`src/hdl/mbps_pkg.sv`:
```
package mbps_pkg;

   localparam int MAX_PATTERN_DEFAULT  = 32;
   localparam int ADDRESS_BITS_DEFAULT = 48;

   // pattern storage is fixed by the register map: four 64-bit words of bytes
   localparam int PATTERN_WORDS  = 4;
   localparam int PATTERN_SLOTS  = 32;
   localparam int WORD_BITS      = 64;
   localparam int CARE_BITS      = 32;
   localparam int LENGTH_BITS    = 6;
   localparam int CSR_INDEX_BITS = 3;
   localparam int CSR_DATA_BITS  = 64;

   typedef enum logic [1:0] {
      CMD_START  = 2'd0,
      CMD_BYTE   = 2'd1,
      CMD_REGION = 2'd2,
      CMD_END    = 2'd3
   } command_type;

   localparam logic [CSR_INDEX_BITS-1:0] REG_PATTERN_BYTES_0 = 3'd0;
   localparam logic [CSR_INDEX_BITS-1:0] REG_PATTERN_BYTES_1 = 3'd1;
   localparam logic [CSR_INDEX_BITS-1:0] REG_PATTERN_BYTES_2 = 3'd2;
   localparam logic [CSR_INDEX_BITS-1:0] REG_PATTERN_BYTES_3 = 3'd3;
   localparam logic [CSR_INDEX_BITS-1:0] REG_CARE_MASK       = 3'd4;
   localparam logic [CSR_INDEX_BITS-1:0] REG_PATTERN_LENGTH  = 3'd5;

   typedef struct packed {
      logic [PATTERN_SLOTS-1:0][7:0] pattern;
      logic [CARE_BITS-1:0]          care;
      logic [LENGTH_BITS-1:0]        length;
   } cfg_type;

   typedef struct packed {
      logic shift;    // take the byte into the window
      logic region;   // byte opens a new region
      logic restart;  // start of scan, drop the window
   } win_ctl_type;

endpackage

```
`src/hdl/mbps_req_if.sv`:
```
interface mbps_req_if
   import mbps_pkg::*;
#(
   parameter int ADDRESS_BITS = ADDRESS_BITS_DEFAULT
) ();
   logic                    valid;
   logic                    ready;
   command_type             command;
   logic [7:0]              data_byte;
   logic [ADDRESS_BITS-1:0] byte_address;

   modport source (output valid, command, data_byte, byte_address, input ready);
   modport sink   (input valid, command, data_byte, byte_address, output ready);
endinterface

```
`src/hdl/mbps_rsp_if.sv`:
```
interface mbps_rsp_if
   import mbps_pkg::*;
#(
   parameter int ADDRESS_BITS = ADDRESS_BITS_DEFAULT
) ();
   logic                    valid;
   logic                    ready;
   logic                    found;
   logic [ADDRESS_BITS-1:0] match_address;

   modport source (output valid, found, match_address, input ready);
   modport sink   (input valid, found, match_address, output ready);
endinterface

```
`src/hdl/mbps_cfg_regs.sv`:
```
module mbps_cfg_regs
   import mbps_pkg::*;
(
   input  logic                      clock,
   input  logic                      reset,
   input  logic                      csr_write,
   input  logic [CSR_INDEX_BITS-1:0] csr_index,
   input  logic [CSR_DATA_BITS-1:0]  csr_data,
   output cfg_type                   cfg
);

   logic [PATTERN_WORDS-1:0][WORD_BITS-1:0] pattern_ff;
   logic [CARE_BITS-1:0]                    care_ff;
   logic [LENGTH_BITS-1:0]                  length_ff;

   always_ff @(posedge clock) begin
      if (reset) begin
         pattern_ff <= '0;
         care_ff    <= '0;
         length_ff  <= '0;
      end else if (csr_write) begin
         unique case (csr_index)
            REG_PATTERN_BYTES_0: pattern_ff[0] <= csr_data[WORD_BITS-1:0];
            REG_PATTERN_BYTES_1: pattern_ff[1] <= csr_data[WORD_BITS-1:0];
            REG_PATTERN_BYTES_2: pattern_ff[2] <= csr_data[WORD_BITS-1:0];
            REG_PATTERN_BYTES_3: pattern_ff[3] <= csr_data[WORD_BITS-1:0];
            REG_CARE_MASK:       care_ff       <= csr_data[CARE_BITS-1:0];
            REG_PATTERN_LENGTH:  length_ff     <= csr_data[LENGTH_BITS-1:0];
            default: ;
         endcase
      end
   end

   // byte k of the pattern sits at bit 8k of the concatenated words
   assign cfg.pattern = pattern_ff;
   assign cfg.care    = care_ff;
   assign cfg.length  = length_ff;

endmodule

```
`src/hdl/mbps_window.sv`:
```
module mbps_window
   import mbps_pkg::*;
#(
   parameter int MAX_PATTERN = MAX_PATTERN_DEFAULT,
   parameter int FILL_BITS   = $clog2(MAX_PATTERN + 1)
) (
   input  logic                        clock,
   input  logic                        reset,
   input  win_ctl_type                 ctl,
   input  logic [7:0]                  data_byte,
   output logic [MAX_PATTERN-1:0][7:0] window_next,
   output logic [FILL_BITS-1:0]        fill_next
);

   logic [MAX_PATTERN-1:0][7:0] window_ff;
   logic [FILL_BITS-1:0]        fill_ff;
   logic [FILL_BITS-1:0]        fill_base;

   // entry 0 is the newest byte
   always_comb begin
      window_next[0] = data_byte;
      for (int i = 1; i < MAX_PATTERN; i++) begin
         window_next[i] = window_ff[i-1];
      end
   end

   always_comb begin
      fill_base = ctl.region ? '0 : fill_ff;
      fill_next = (fill_base == FILL_BITS'(MAX_PATTERN)) ? fill_base
                                                         : fill_base + 1'b1;
   end

   always_ff @(posedge clock) begin
      if (reset) begin
         fill_ff <= '0;
      end else if (ctl.restart) begin
         fill_ff <= '0;
      end else if (ctl.shift) begin
         fill_ff <= fill_next;
      end
   end

   // contents past the fill count are never compared
   always_ff @(posedge clock) begin
      if (ctl.shift) begin
         window_ff <= window_next;
      end
   end

endmodule

```
`src/hdl/mbps_match.sv`:
```
module mbps_match
   import mbps_pkg::*;
#(
   parameter int MAX_PATTERN = MAX_PATTERN_DEFAULT,
   parameter int FILL_BITS   = $clog2(MAX_PATTERN + 1)
) (
   input  cfg_type                     cfg,
   input  logic [MAX_PATTERN-1:0][7:0] window,
   input  logic [FILL_BITS-1:0]        fill,
   output logic                        hit
);

   logic                   length_ok;
   logic                   miss;
   logic [LENGTH_BITS-1:0] k;

   // window entry j lines up with pattern byte length-1-j
   always_comb begin
      length_ok = (cfg.length != '0) &&
                  (cfg.length <= LENGTH_BITS'(MAX_PATTERN)) &&
                  (LENGTH_BITS'(fill) >= cfg.length);
      miss = 1'b0;
      k    = '0;
      for (int j = 0; j < MAX_PATTERN; j++) begin
         k = cfg.length - LENGTH_BITS'(j) - 1'b1;
         if ((LENGTH_BITS'(j) < cfg.length) && cfg.care[k[4:0]] &&
             (window[j] != cfg.pattern[k[4:0]])) begin
            miss = 1'b1;
         end
      end
      hit = length_ok && !miss;
   end

endmodule

```
`src/hdl/masked_byte_pattern_scanner.sv`:
```
// Masked byte pattern scanner. Memory bytes stream in one transaction per cycle with
// their addresses; each byte is shifted into a window of the current region and the
// newest pattern_length bytes are compared in parallel against the configured
// pattern, skipping bytes whose care bit is clear. The first match returns found=1
// with the address of the window's first byte, after which bytes are ignored until
// the next start command; an end command without a match returns found=0, address
// zero. The block sustains one byte per cycle while the receiver takes results. The
// full-window masked compare feeding the result register sets the clock period.
// Write configuration only while no transaction is in flight.
module masked_byte_pattern_scanner
   import mbps_pkg::*;
#(
   parameter int MAX_PATTERN  = MAX_PATTERN_DEFAULT,
   parameter int ADDRESS_BITS = ADDRESS_BITS_DEFAULT
) (
   input  logic                      clock,
   input  logic                      reset,
   input  logic                      csr_write,
   input  logic [CSR_INDEX_BITS-1:0] csr_index,
   input  logic [CSR_DATA_BITS-1:0]  csr_data,
   mbps_req_if.sink                  req_chan,
   mbps_rsp_if.source                rsp_chan
);

   localparam int FILL_BITS = $clog2(MAX_PATTERN + 1);

   cfg_type                     cfg;
   win_ctl_type                 win_ctl;
   logic [MAX_PATTERN-1:0][7:0] window_next;
   logic [FILL_BITS-1:0]        fill_next;
   logic                        hit;

   logic                    in_valid_ff, in_valid_in;
   command_type             in_cmd_ff;
   logic [7:0]              in_data_ff;
   logic [ADDRESS_BITS-1:0] in_addr_ff;

   logic                    rsp_valid_ff, rsp_valid_in;
   logic                    rsp_found_ff, rsp_found_in;
   logic [ADDRESS_BITS-1:0] rsp_addr_ff, rsp_addr_in;
   logic                    done_ff, done_in;

   logic out_free;
   logic step;
   logic is_byte;
   logic produce;

   mbps_cfg_regs u_cfg (
      .clock     (clock),
      .reset     (reset),
      .csr_write (csr_write),
      .csr_index (csr_index),
      .csr_data  (csr_data),
      .cfg       (cfg)
   );

   mbps_window #(
      .MAX_PATTERN (MAX_PATTERN),
      .FILL_BITS   (FILL_BITS)
   ) u_window (
      .clock       (clock),
      .reset       (reset),
      .ctl         (win_ctl),
      .data_byte   (in_data_ff),
      .window_next (window_next),
      .fill_next   (fill_next)
   );

   mbps_match #(
      .MAX_PATTERN (MAX_PATTERN),
      .FILL_BITS   (FILL_BITS)
   ) u_match (
      .cfg    (cfg),
      .window (window_next),
      .fill   (fill_next),
      .hit    (hit)
   );

   // the held item moves on whenever the result slot is empty or draining
   assign out_free       = !rsp_valid_ff || rsp_chan.ready;
   assign step           = in_valid_ff && out_free;
   assign req_chan.ready = !in_valid_ff || out_free;

   always_comb begin
      is_byte = (in_cmd_ff == CMD_BYTE) || (in_cmd_ff == CMD_REGION);

      win_ctl.shift   = step && is_byte && !done_ff;
      win_ctl.region  = (in_cmd_ff == CMD_REGION);
      win_ctl.restart = step && (in_cmd_ff == CMD_START);

      produce = step && !done_ff && ((in_cmd_ff == CMD_END) || (is_byte && hit));

      in_valid_in = req_chan.ready ? req_chan.valid : in_valid_ff;

      done_in = done_ff;
      if (step) begin
         if (in_cmd_ff == CMD_START) begin
            done_in = 1'b0;
         end else if (produce) begin
            done_in = 1'b1;
         end
      end

      rsp_valid_in = out_free ? produce : rsp_valid_ff;
      rsp_found_in = is_byte;
      rsp_addr_in  = is_byte ? in_addr_ff - (ADDRESS_BITS'(cfg.length) - 1'b1) : '0;
   end

   always_ff @(posedge clock) begin
      if (reset) begin
         in_valid_ff  <= 1'b0;
         rsp_valid_ff <= 1'b0;
         done_ff      <= 1'b0;
      end else begin
         in_valid_ff  <= in_valid_in;
         rsp_valid_ff <= rsp_valid_in;
         done_ff      <= done_in;
      end
   end

   always_ff @(posedge clock) begin
      if (req_chan.ready && req_chan.valid) begin
         in_cmd_ff  <= req_chan.command;
         in_data_ff <= req_chan.data_byte;
         in_addr_ff <= req_chan.byte_address;
      end
      if (produce) begin
         rsp_found_ff <= rsp_found_in;
         rsp_addr_ff  <= rsp_addr_in;
      end
   end

   assign rsp_chan.valid         = rsp_valid_ff;
   assign rsp_chan.found         = rsp_found_ff;
   assign rsp_chan.match_address = rsp_addr_ff;

   // one result per scan: emitting one closes the scan
   a_result_closes_scan: assert property (@(posedge clock) disable iff (reset)
      produce |=> done_ff)
      else $error("result issued but scan not marked done");

   a_not_found_zero_addr: assert property (@(posedge clock) disable iff (reset)
      (rsp_valid_ff && !rsp_found_ff) |-> (rsp_addr_ff == '0))
      else $error("not-found result with nonzero address");

   a_start_reopens: assert property (@(posedge clock) disable iff (reset)
      (step && (in_cmd_ff == CMD_START)) |=> !done_ff)
      else $error("start command did not reopen the scan");

   a_fill_bounded: assert property (@(posedge clock) disable iff (reset)
      win_ctl.shift |-> (fill_next <= FILL_BITS'(MAX_PATTERN)))
      else $error("window fill beyond window depth");

endmodule

```
`src/flat_wrapper.sv`:
```
// flat-port wrapper written by rule: the top's interface ports become plain ports
module masked_byte_pattern_scanner_flat import mbps_pkg::*;
#(
   parameter int MAX_PATTERN  = MAX_PATTERN_DEFAULT,
   parameter int ADDRESS_BITS = ADDRESS_BITS_DEFAULT
)
  (clock, reset, csr_write, csr_index, csr_data, req_chan_valid, req_chan_command, req_chan_data_byte, req_chan_byte_address, req_chan_ready, rsp_chan_valid, rsp_chan_found, rsp_chan_match_address, rsp_chan_ready);
  mbps_req_if #(.ADDRESS_BITS(ADDRESS_BITS)) req_chan_i ();
  mbps_rsp_if #(.ADDRESS_BITS(ADDRESS_BITS)) rsp_chan_i ();
  input  logic clock;
  input  logic reset;
  input  logic csr_write;
  input  logic [CSR_INDEX_BITS-1:0] csr_index;
  input  logic [CSR_DATA_BITS-1:0] csr_data;
  input wire logic [$bits(req_chan_i.valid)-1:0] req_chan_valid;
  input wire logic [$bits(req_chan_i.command)-1:0] req_chan_command;
  input wire logic [$bits(req_chan_i.data_byte)-1:0] req_chan_data_byte;
  input wire logic [$bits(req_chan_i.byte_address)-1:0] req_chan_byte_address;
  output wire logic [$bits(req_chan_i.ready)-1:0] req_chan_ready;
  output wire logic [$bits(rsp_chan_i.valid)-1:0] rsp_chan_valid;
  output wire logic [$bits(rsp_chan_i.found)-1:0] rsp_chan_found;
  output wire logic [$bits(rsp_chan_i.match_address)-1:0] rsp_chan_match_address;
  input wire logic [$bits(rsp_chan_i.ready)-1:0] rsp_chan_ready;
  assign req_chan_i.valid = req_chan_valid;
  assign req_chan_i.command = req_chan_command;
  assign req_chan_i.data_byte = req_chan_data_byte;
  assign req_chan_i.byte_address = req_chan_byte_address;
  assign req_chan_ready = req_chan_i.ready;
  assign rsp_chan_valid = rsp_chan_i.valid;
  assign rsp_chan_found = rsp_chan_i.found;
  assign rsp_chan_match_address = rsp_chan_i.match_address;
  assign rsp_chan_i.ready = rsp_chan_ready;
  masked_byte_pattern_scanner #(.MAX_PATTERN(MAX_PATTERN), .ADDRESS_BITS(ADDRESS_BITS)) u_core (.clock(clock), .reset(reset), .csr_write(csr_write), .csr_index(csr_index), .csr_data(csr_data), .req_chan(req_chan_i), .rsp_chan(rsp_chan_i));
endmodule
```
`config.mk`:
```
export PLATFORM = sky130hd
export DESIGN_NAME = masked_byte_pattern_scanner_flat
export DESIGN_NICKNAME = d
export VERILOG_FILES = /design/src/hdl/mbps_pkg.sv /design/src/hdl/mbps_req_if.sv /design/src/hdl/mbps_rsp_if.sv /design/src/hdl/mbps_cfg_regs.sv /design/src/hdl/mbps_window.sv /design/src/hdl/mbps_match.sv /design/src/hdl/masked_byte_pattern_scanner.sv /design/src/flat_wrapper.sv
export SDC_FILE = /design/constraint.sdc
export NUM_CORES = 2
export LEC_CHECK = 0
export BUFFER_PORTS_ARGS = -buffer_cell sky130_fd_sc_hd__buf_2
export CAP_MARGIN = 20
export CORE_ASPECT_RATIO = 1.5
export CORE_MARGIN = 1.5
export CORE_UTILIZATION = 58
export CTS_CLUSTER_DIAMETER = 50
export DETAILED_ROUTE_END_ITERATION = 6
export GPL_TIMING_DRIVEN = 0
export PLACE_DENSITY = 0.9
export RECOVER_POWER = 25
export SLEW_MARGIN = 20
export SYNTH_ARGS = -nofsm -noshare
export SYNTH_HDL_FRONTEND = slang
export SYNTH_HIERARCHICAL = 1
export SYNTH_SLANG_ARGS = --single-unit
```
`constraint.sdc`:
```
create_clock -name clock -period 22.5 [get_ports clock]
set_clock_uncertainty 0.05 [all_clocks]
set_input_delay 2.25 -clock clock [delete_from_list [all_inputs] [get_ports clock]]
set_output_delay 2.25 -clock clock [all_outputs]
set_load 0.005 [all_outputs]
```
==> results of run 1 <==
kinds of logic after synthesis:
| group | after synthesis | synth area share |
|---|---|---|
| fa+ha+maj | 71 | 0.0172 |
| mux | 1385 | 0.367 |
| simple gates | 1072 | 0.111 |
| flops | 658 | 0.320 |
| xor+xnor | 374 | 0.0641 |
| compound gates | 629 | 0.0822 |
| buf+inv | 379 | 0.0375 |
through the flow:
step	hold WS, ns	util	worst slack [ns]	area [sq um]
2_1_floorplan	0.374	-	0.144	52200
3_3_place_gp	0.376	0.613	-8.50	54500
3_5_place_dp	0.384	0.619	12.51	55100
4_1_cts	0.400	0.647	12.48	57600
layer usage:
layer / track usage / GRT overflow
met1: 0.796 / 19
met2: 0.926 / 652
met3: 0.646 / 31
met4: 0.758 / 506
met5: 0.281 / 9
==> impl_results.md, run 1 <==
* Status: stopped before the end
* Stage reached: global routing
* First Err: [ERROR GRT-0116] Global routing finished with congestion. Check the congestion regions in the DRC Viewer.
* Sequential fraction of the synthesis area at 0.320
* Post-CTS resize count at 0
* Ports at 181
* Synth area leader: edfxtp_1
* Port Buffer Count at 180
* Cts hold-fix bufs at 0
* CTS Buf Count at 74
* Global Route Usage Sum at 0.781
* Yosys Warn Count at 6
* Synth async-reset ratio at 0
* Top_reg_cell synth: edfxtp_1
* Clock sinks at 658
* Synthesized area at 52,200 sq um
* Clock buffer depth at 3
* GP Congestion at 1.32
* Yosys reg bits at 658
* H-tree depth at 3
* Postcts setup bufs at 0
* Vias in the first global route at 55,356
* Inst Count DP at 5,946
* Number of synthesized flops with an enable pin at 355
* Clock root buffer: clkbuf_16
* Die W at 248 microns
* Net Count, Synth at 4,769
* Synth top area share at 0.204
* Largest net degree at the start of global routing at 53
* Synth area leaders: edfxtp_1 (20%), mux4_2 (17%), mux2i_1 (17%)
* Syn Inst Count at 4,568
* Initial Util at 0.586
* Top cells by instance count after synthesis: mux2i_1 (886), mux4_2 (403), nand2b_1 (390), edfxtp_1 (355), dfxtp_1 (303)
* Num rows at 134
* GRT Residual Overflow at 1,217
* First-pass GRT wire length at 511,000 microns
* Most frequent cell after synthesis: mux2i_1
* Hpwl dp at 234,000 microns
* Die height at 370 microns
* Synth unique cells at 100
* Avg Cell Area, Syn at 11.4 sq um
==> run 2, diff against run 1 <==
--- a/config.mk
+++ b/config.mk
@@ -7,13 +7,11 @@
 export LEC_CHECK = 0
 export BUFFER_PORTS_ARGS = -buffer_cell sky130_fd_sc_hd__buf_2
 export CAP_MARGIN = 20
-export CORE_ASPECT_RATIO = 1.5
 export CORE_MARGIN = 1.5
-export CORE_UTILIZATION = 58
-export CTS_CLUSTER_DIAMETER = 50
+export CORE_UTILIZATION = 40
 export DETAILED_ROUTE_END_ITERATION = 6
 export GPL_TIMING_DRIVEN = 0
-export PLACE_DENSITY = 0.9
+export PLACE_DENSITY_LB_ADDON = 0.15
 export RECOVER_POWER = 25
 export SLEW_MARGIN = 20
 export SYNTH_ARGS = -nofsm -noshare
==> constraint.sdc (replaced) <==
create_clock -name clock -period 29.2 [get_ports clock]
set_clock_uncertainty 0.05 [all_clocks]
set_input_delay 2.92 -clock clock [delete_from_list [all_inputs] [get_ports clock]]
set_output_delay 2.92 -clock clock [all_outputs]
set_load 0.005 [all_outputs]
==> impl_results.md, run 2 <==
* Status: completed
* Required @ worst endpoint at 29.54 ns
* Syn-to-layout area delta at 11.7%
* Final #Nets at 5,068
* Post-DRT Antenna Nets at 0
* Final count of pins violating max slew at 0
* Power share of the clock group at 0.375
* Switching Fraction at 0.317
* Die W at 364 microns
* HP Class: reg -> reg
* Worst Hold Slack at 0.379 ns
* Post-CTS resize count at 0
* Global Route Usage Sum at 0.484
* Num rows at 132
* Syn Inst Count at 4,568
* Share of layout cells above drive strength 1 at 0.224
* P_sw at 0.800 mW
* Die height at 364 microns
* Most common cell after layout, fill and taps aside: mux2i_1
* Pwr dens at 43.2 nW/um^2
* Sequential fraction of the synthesis area at 0.320
* P_leak at 20.7 nW
* Ports at 181
* Yosys Warn Count at 6
* First-pass GRT wire length at 418,000 microns
* Port Buffer Count at 180
* Synth async-reset ratio at 0
* Postcts setup bufs at 0
* CTS tree: built
* Synth unique cells at 100
* Initial Util at 0.403
* Synth top area share at 0.204
* Clock buffer depth at 3
* DR WL/cell at 48.8 microns
* Period utilization at 0.410
* Clk slew on worst S/H paths at 0.07 ns
* Synth area leaders: edfxtp_1 (20%), mux4_2 (17%), mux2i_1 (17%)
* Top_reg_cell synth: edfxtp_1
* Tightest Pin Transition at 1.37 ns
* Clock sinks at 658
* Top cells by instance count after synthesis: mux2i_1 (886), mux4_2 (403), nand2b_1 (390), edfxtp_1 (355), dfxtp_1 (303)
* GRT Residual Overflow at 0
* Worst r2r src: u_core/u_cfg/length_ff[1]
* Tot Pwr at 2.52 mW
* Die Outline Area at 133,000 sq um
* GP Congestion at 1.15
* Hpwl dp at 271,000 microns
* Avg Cell Area, Syn at 11.4 sq um
* Most frequent cell after synthesis: mux2i_1
* Fin util at 0.450
* Biggest register: u_core/u_cfg/cfg
* Vias per inst at 7.05
* Min-Delay Startpoint: u_core/in_data_ff[2]
* Fmax at 83.5 MHz
* Worst vdd ir at 0.0000415 V
* Drt total wl at 326,000 microns
* Cts hold-fix bufs at 0
* Kind of critical path: reg -> reg
* Slew headroom at 0.0741
* Drt pass-1 iters at 6
* Vias at 47,111
* Final Hold Vio Count at 0
* Synth area leader: edfxtp_1
* Max reg flops at 256
* H-tree depth at 3
* Number of synthesized flops with an enable pin at 355
* Final min period at 11.98 ns
* Setup TNS at 0 ns
* Max-cap viol count at 0
* Startpoint types: flip-flop
* Source of the critical timing path: u_core/u_cfg/length_ff[1]
* Vias in the first global route at 42,601
* Worst Path Max Fanout at 27
* Commonest non-fill, non-tap cells in the layout: mux2i_1 (873), mux4_2 (403), nand2b_1 (390)
* Final setup fails at 0
* CP Data Arrival Time at 12.32 ns
* Synthesized area at 52,200 sq um
* Clock root buffer: clkbuf_16
* RSZ-0062 raised after global routing: no
* Number of DRC markers in iteration 0 at 7,859
* Drt drc at 0
* Net Count, Synth at 4,769
* Combinational power share at 0.205
* Inst Count DP at 6,531
* Clk_lat worst skew at 0.72 ns
* Largest net degree at the start of global routing at 40
* Seq pwr share at 0.421
* Crit end category: flip-flop
* Non-filler cells, final at 6,685
* CTS Buf Count at 74
* Internal power at 1.72 mW
* Initial antenna violation count at 29
* Yosys reg bits at 658
* Core ar. at 129,000 sq um
## run 2: power by group through the flow
stage	sequential [mW]	combinational (mW)	clock [mW]
floorplan	1.06	0.301	0
global placement	1.09	0.482	0
detailed placement	1.08	0.489	0
CTS	1.06	0.491	0.956
global route	1.06	0.526	0.991
finish	1.06	0.516	0.945
## run 2: cells by family after synthesis
| kind of cell | Yosys count | share of synthesized area |
|---|---|---|
| flip-flops | 658 | 0.320 |
| adder cells (fa/ha/maj) | 71 | 0.0172 |
| AND/OR/NAND/NOR | 1072 | 0.111 |
| multiplexers | 1385 | 0.367 |
| AO/OA/AOI/OAI | 629 | 0.0822 |
| buffers and inverters | 379 | 0.0375 |
| XOR/XNOR | 374 | 0.0641 |
## run 2: path summary, 6_finish.rpt
check	slack, ns	to	cells past startpoint
hold reg to reg	0.38	u_core/u_window/window_next[10]	0
setup / recovery	17.22	u_core/rsp_chan.match_address[15]	24
setup reg to reg	17.22	u_core/rsp_chan.match_address[15]	24
hold / removal	0.38	u_core/u_window/window_next[10]	0
## run 2: layer usage
metal | GRT usage | vias up | share of wire
li1 | - | 18267 | -
met1 | 0.592 | 24012 | 0.37
met2 | 0.647 | 3797 | 0.39
met3 | 0.228 | 1025 | 0.14
met4 | 0.378 | 10 | 0.098
met5 | 0.0138 | - | 0.00095
## run 2: area by class of cell
cell class	instances	area (sq um)
Buffer	340	1830
Multi-Input combinational cell	3531	33700
Clock buffer	105	2050
Clock inverter	32	364
Timing Repair Buffer	223	1300
Inverter	39	146
Tap cell	1742	2180
Fill cell	12254	71200
Antenna cell	15	37.5
Sequential cell	658	16700
## run 2: per-stage QoR
step | cell area (sq um) | setup WS [ns]
after floorplan | 52200 | 6.17
after global placement | 55300 | -2.93
after detailed placement | 55800 | 17.90
after CTS | 58200 | 17.84
after global routing | 58300 | 17.59
final | 58300 | 17.22
## run 2: worst max-delay path, cell delays in order (launching register included)
cell       delay [ns]
dfxtp_1          0.94
buf_2            0.37
buf_2            0.30
buf_2            0.74
buf_2            0.50
inv_1            0.38
ha_1             0.42
buf_6            0.14
buf_8            0.18
buf_6            0.25
buf_2            0.57
mux2i_1          0.61
mux2i_1          0.16
o211ai_1         1.09
mux4_2           0.51
xnor2_1          0.07
nor4_1           0.50
a221oi_1         0.39
a2111oi_0        1.00
o2111ai_1        0.29
nor4_2           0.76
a21oi_1          0.18
or3_1            0.40
inv_2            0.49
buf_12           0.26
(Power assumes the default switching activity.)
